File: src/design/ro_pkg.sv
// Shared types, constants and helper functions of the ridge orientation estimator.
// No dependencies; ro_ctrl, ro_dp and the top level import this package.
package ro_pkg;

    localparam int CORDIC_STEPS = 18;
    localparam int CW           = 60;   // CORDIC x/y width
    localparam int ZW           = 24;   // angle accumulator width
    localparam int SW           = 32;   // gradient sum width

    typedef enum logic [3:0] {
        S_IDLE,
        S_CHECK,
        S_READ,
        S_WAIT,
        S_GRAD,
        S_MUL,
        S_ACC,
        S_CINIT,
        S_CORD,
        S_FIN,
        S_DONE
    } state_t;

    typedef struct packed {
        logic       wr;
        logic       load;
        logic       rd;
        logic [2:0] k;
        logic [4:0] ii;
        logic [4:0] jj;
        logic       grad;
        logic       mul;
        logic       acc;
        logic       cinit;
        logic       cstep;
        logic [4:0] ci;
        logic       fin;
    } cmd_t;

    typedef struct packed {
        logic border;
    } sts_t;

    // Column offset of the k-th pixel read of one window step
    function automatic logic [1:0] off_dx(input logic [2:0] k);
        logic [1:0] r;
        case (k)
            3'd0, 3'd1, 3'd2: r = 2'd0;
            3'd3, 3'd4:       r = 2'd1;
            default:          r = 2'd2;
        endcase
        return r;
    endfunction

    // Row offset of the k-th pixel read of one window step
    function automatic logic [1:0] off_dy(input logic [2:0] k);
        logic [1:0] r;
        case (k)
            3'd0, 3'd3, 3'd5: r = 2'd0;
            3'd1, 3'd6:       r = 2'd1;
            default:          r = 2'd2;
        endcase
        return r;
    endfunction

    // atan(2^-i) in units of pi/2^20
    function automatic logic [ZW-1:0] atan_a(input logic [4:0] i);
        logic [ZW-1:0] r;
        case (i)
            5'd0:    r = 24'd262144;
            5'd1:    r = 24'd154753;
            5'd2:    r = 24'd81767;
            5'd3:    r = 24'd41506;
            5'd4:    r = 24'd20834;
            5'd5:    r = 24'd10427;
            5'd6:    r = 24'd5215;
            5'd7:    r = 24'd2608;
            5'd8:    r = 24'd1304;
            5'd9:    r = 24'd652;
            5'd10:   r = 24'd326;
            5'd11:   r = 24'd163;
            5'd12:   r = 24'd81;
            5'd13:   r = 24'd41;
            5'd14:   r = 24'd20;
            5'd15:   r = 24'd10;
            5'd16:   r = 24'd5;
            5'd17:   r = 24'd3;
            default: r = 24'd0;
        endcase
        return r;
    endfunction

    // Right shift that truncates toward zero
    function automatic logic signed [CW-1:0] shr_trunc(input logic signed [CW-1:0] v,
                                                       input logic [4:0] s);
        logic signed [CW-1:0] bias;
        bias = v[CW-1] ? ((CW'(1) <<< s) - CW'(1)) : '0;
        return (v + bias) >>> s;
    endfunction

endpackage

File: src/design/ro_ctrl.sv
// Sequencer of the ridge orientation estimator: state machine and loop counters.
// Depends on ro_pkg; drives the command struct of ro_dp.
module ro_ctrl (
    input  logic           clk,
    input  logic           rst_n,
    input  logic           start,
    input  logic           action,
    input  logic [3:0]     w,
    input  ro_pkg::sts_t   sts,
    output ro_pkg::cmd_t   cmd,
    output logic           busy,
    output logic           done
);
    import ro_pkg::*;

    state_t     state_reg, state_next;
    logic [2:0] k_reg, k_next;
    logic [4:0] ii_reg, ii_next;
    logic [4:0] jj_reg, jj_next;
    logic [4:0] ci_reg, ci_next;
    logic [4:0] last;
    logic       accept;

    assign last   = {w, 1'b0} - 5'd2;
    assign accept = start && (state_reg == S_IDLE);

    // Hold state and counters
    always_ff @(posedge clk or negedge rst_n)
    begin
        if (!rst_n)
        begin
            state_reg <= S_IDLE;
            k_reg     <= '0;
            ii_reg    <= '0;
            jj_reg    <= '0;
            ci_reg    <= '0;
        end
        else
        begin
            state_reg <= state_next;
            k_reg     <= k_next;
            ii_reg    <= ii_next;
            jj_reg    <= jj_next;
            ci_reg    <= ci_next;
        end
    end

    // Next state and counter advance
    always_comb
    begin
        state_next = state_reg;
        k_next     = k_reg;
        ii_next    = ii_reg;
        jj_next    = jj_reg;
        ci_next    = ci_reg;
        case (state_reg)
            S_IDLE:
            begin
                if (accept && action)
                    state_next = S_CHECK;
            end
            S_CHECK:
            begin
                k_next  = '0;
                ii_next = '0;
                jj_next = '0;
                if (sts.border)
                    state_next = S_FIN;
                else if (w == 4'd0)
                    state_next = S_CINIT;
                else
                    state_next = S_READ;
            end
            S_READ:
            begin
                k_next = k_reg + 3'd1;
                if (k_reg == 3'd7)
                    state_next = S_WAIT;
            end
            S_WAIT:  state_next = S_GRAD;
            S_GRAD:  state_next = S_MUL;
            S_MUL:   state_next = S_ACC;
            S_ACC:
            begin
                if (jj_reg == last)
                begin
                    jj_next = '0;
                    if (ii_reg == last)
                        state_next = S_CINIT;
                    else
                    begin
                        ii_next    = ii_reg + 5'd1;
                        state_next = S_READ;
                    end
                end
                else
                begin
                    jj_next    = jj_reg + 5'd1;
                    state_next = S_READ;
                end
            end
            S_CINIT:
            begin
                ci_next    = '0;
                state_next = S_CORD;
            end
            S_CORD:
            begin
                ci_next = ci_reg + 5'd1;
                if (ci_reg == 5'(CORDIC_STEPS - 1))
                    state_next = S_FIN;
            end
            S_FIN:   state_next = S_DONE;
            S_DONE:  state_next = S_IDLE;
            default: state_next = S_IDLE;
        endcase
    end

    // Commands to the datapath
    always_comb
    begin
        cmd       = '0;
        cmd.k     = k_reg;
        cmd.ii    = ii_reg;
        cmd.jj    = jj_reg;
        cmd.ci    = ci_reg;
        cmd.wr    = accept && !action;
        cmd.load  = accept && action;
        cmd.rd    = (state_reg == S_READ);
        cmd.grad  = (state_reg == S_GRAD);
        cmd.mul   = (state_reg == S_MUL);
        cmd.acc   = (state_reg == S_ACC);
        cmd.cinit = (state_reg == S_CINIT);
        cmd.cstep = (state_reg == S_CORD);
        cmd.fin   = (state_reg == S_FIN);
        busy      = (state_reg != S_IDLE);
        done      = (state_reg == S_DONE);
    end

endmodule

File: config.mk
export PLATFORM = sky130hd
export DESIGN_NAME = ro_ctrl
export DESIGN_NICKNAME = d
export VERILOG_FILES = /design/src/design/ro_pkg.sv /design/src/design/ro_ctrl.sv
export SDC_FILE = /design/constraint.sdc
export NUM_CORES = 1
export LEC_CHECK = 0
export ABC_AREA = 1
export BUFFER_PORTS_ARGS = -buffer_cell sky130_fd_sc_hd__buf_2
export CORE_MARGIN = 5
export CORE_UTILIZATION = 30
export CTS_BUF_LIST = sky130_fd_sc_hd__clkbuf_8
export DETAILED_ROUTE_END_ITERATION = 6
export GPL_TIMING_DRIVEN = 0
export PLACE_DENSITY = 0.59
export RECOVER_POWER = 100
export SETUP_SLACK_MARGIN = 0.4
export SYNTH_ARGS = -nofsm -noshare
export SYNTH_HDL_FRONTEND = slang
export SYNTH_SLANG_ARGS = --single-unit
File: constraint.sdc
create_clock -name clk -period 3.5 [get_ports clk]
set_clock_uncertainty 0.05 [all_clocks]
set_input_delay 0.35 -clock clk [delete_from_list [all_inputs] [get_ports clk]]
set_output_delay 0.35 -clock clk [all_outputs]
set_load 0.005 [all_outputs]
==> flow_summary.ini <==
[run_status]
outcome = finished clean

[sta]
hold_viol_final = 0
finalMaxSlewViolations = 0
rsz0062_at_grt = no
period_minus_slack_ps = 2171
setup_viol = 0
relSlewSlack = 0.1885
fin_crit_sh = 0.6203
fin_tns_setup_ps = 0
worst_slew_pin_slew_ps = 1217
fin_ws_ps = 1329
clock.fmax_mhz = 460.6

[layout]
nets = 271
multi_input_area_um2 = 818.3
drive_above_1_share = 0.1067
layout_commonest_cell = nand2_1
final_util = 0.3683
final_cells = 320
synthToLayoutAreaGrowth_pct = 17.38
ff_latch_area_um2 = 550.5
num-fill-cells = 571
layout_common_cells = nand2_1, nor2_1, nand3_1
diodes = 0

[global_route]
gr-total-overflow = 0
busiest_layer = met2
grt.total_usage = 0.1253
antenna_found_initial = 0
grt_pass1_vias = 1417
use_met1 = 0.1673
grt_max_degree = 23
grtUsageMet3 = 0.02217
grtUsageMet2 = 0.1995
grt_pass1_wl_mm = 6.472

[synthesis]
syn-cell-area_mm2 = 0.001511
synth_area_leaders = dfrtp_1, nand3_1, nand2_1
postSynthCellCount = 213
synth_nets = 229
synth.avg_cell_area_um2 = 7.096
synth_warnings = 0
synthDistinctLibCells = 27
synth_top_cell_area_share = 0.3642
ys_ff_latch = 22
synth.largest_area_cell = dfrtp_1
ys_seq_area_frac = 0.3642

[detailed_routing]
first_pass_iters = 4
num_vias = 1480
drc = 0
wl_per_cell_um = 11.44
wl_mm = 3.660
drtIter0Drc = 62
ant_nets = 0
via_per_inst = 4.625

[critical_path]
slowest_stage = dfrtp_1
ff2ff_setup_slack_ps = 1580
path_buf_inv = 4
critPathMaxFanout = 9
critPathTopFamily = buffers and inverters
critPathArrivalTime_ps = 1770
cp.depth = 6
cpMostUsedCell = nand2_1
cp-start-kind = register
rr_worst_depth = 8
path_cells = clkinv_1, nand2_1, inv_1, nand2_1, clkinvlp_2, buf_2
crit_required_ps = 3100
worstSetupPathType = register to output pin
end_kind = output pin
slowest_delay_ps = 390

[placement]
hpwl_mm = 2.965
placedCellCount = 317
place_ws_ps = 1593
io_buffers = 37
gp_congestion = 0.7919

[clock_network]
cts_tree = built
clkTransAtPathRegs_ps = 70
insertion_delay_ps = 260
cts_num_sinks = 22
cts_resized = 0
root_buffer = clkbuf_8
cts_buffer_depth = 2
post_cts_buffers = 0
htree_levels = 1
numCtsBuffers = 3
hold_buffers = 0

[power_and_ir_drop]
leakagePower_uw = 0.0009026
vdd_drop_max_mv = 0.2654
power_density_mw_per_mm2 = 542.0

[hold_path]
min_path_type = input port to asynchronous set/reset pin

[floorplanning]
initial_utilization = 0.3138
boundaryPins = 38
chipHeight_um = 80.98
num_rows = 25
core_mm2 = 0.004817
dieArea_mm2 = 0.006558
fp.dieW_um = 80.98

[run]
cap_violations = 0
-- through the flow --
| stage | cell area (µm²) | hold slack (ps) | power [µW] |
|---|---|---|---|
| floorplan | 1511 | 4.409 | 676.7 |
| global placement | 1780 | 304.7 | 829.6 |
| detailed placement | 1780 | 306.8 | 831.6 |
| CTS | 1822 | 12.75 | 995.7 |
| global route | 1774 | 273.2 | 1056 |
| finish | 1774 | 267.5 | 961.6 |
-- cells in the mapped netlist, drive strengths merged --
cell type and count:
nand2 45, nor2 36, nand3 34, inv 32, dfrtp 22, o21ai 11, ha 7, nand4 5
xor2 4, o22ai 3, a21oi 2, a22o 2, nor3 2, o31ai 2, xnor2 2, a2bb2oi 1
and2 1, nor4 1, o211ai 1
-- report_power, final --
part | switching [µW] | internal [µW]
registers | 65.1 | 313
clock network | 81.0 | 76.9
logic | 273 | 152
-- per-layer routing --
metal / share of wire / wire length [µm]
met1: 0.49 / 1798
met2: 0.45 / 1655
met3: 0.038 / 140
met4: 0.018 / 66
met5: 0 / 0
-- worst paths after layout --
path	startpoint	to
min in group clk	sts	state_reg[1]$_DFFE_PN0P_
max in group asynchronous	rst_n	state_reg[0]$_DFFE_PN0P_
max	state_reg[3]$_DFFE_PN0P_	cmd[8]
min reg2reg	k_reg[2]$_DFFE_PN0P_	k_reg[2]$_DFFE_PN0P_
min	rst_n	ci_reg[4]$_DFFE_PN0P_
max reg2reg	state_reg[3]$_DFFE_PN0P_	ii_reg[3]$_DFFE_PN0P_
-- worst reg2reg max path: cells and delay by family, from the launching register on --
kind	cells	cell delay (ps)
flip-flops	1	390
buffers and inverters	3	530
AND/OR/NAND/NOR	5	900
-- logic make-up (layout without fill, tap and decap cells) --
logic type,Yosys count,after routing,synth area share
AO/OA/AOI/OAI,22,22,0.08775
flip-flops,22,22,0.3642
buffers and inverters,32,72,0.08113
adder cells (fa/ha/maj),7,7,0.05794
AND/OR/NAND/NOR,124,124,0.3742
XOR/XNOR,6,6,0.03477
-- final cells by class --
type	instances	share of cell area
multi-input combinational	159	0.4612
sequential	22	0.3103
timing repair buffer	37	0.08956
inverter	32	0.06841
tap	67	0.04725
clock buffer	3	0.02327
Note: power is estimated with default switching activity, not from simulation.
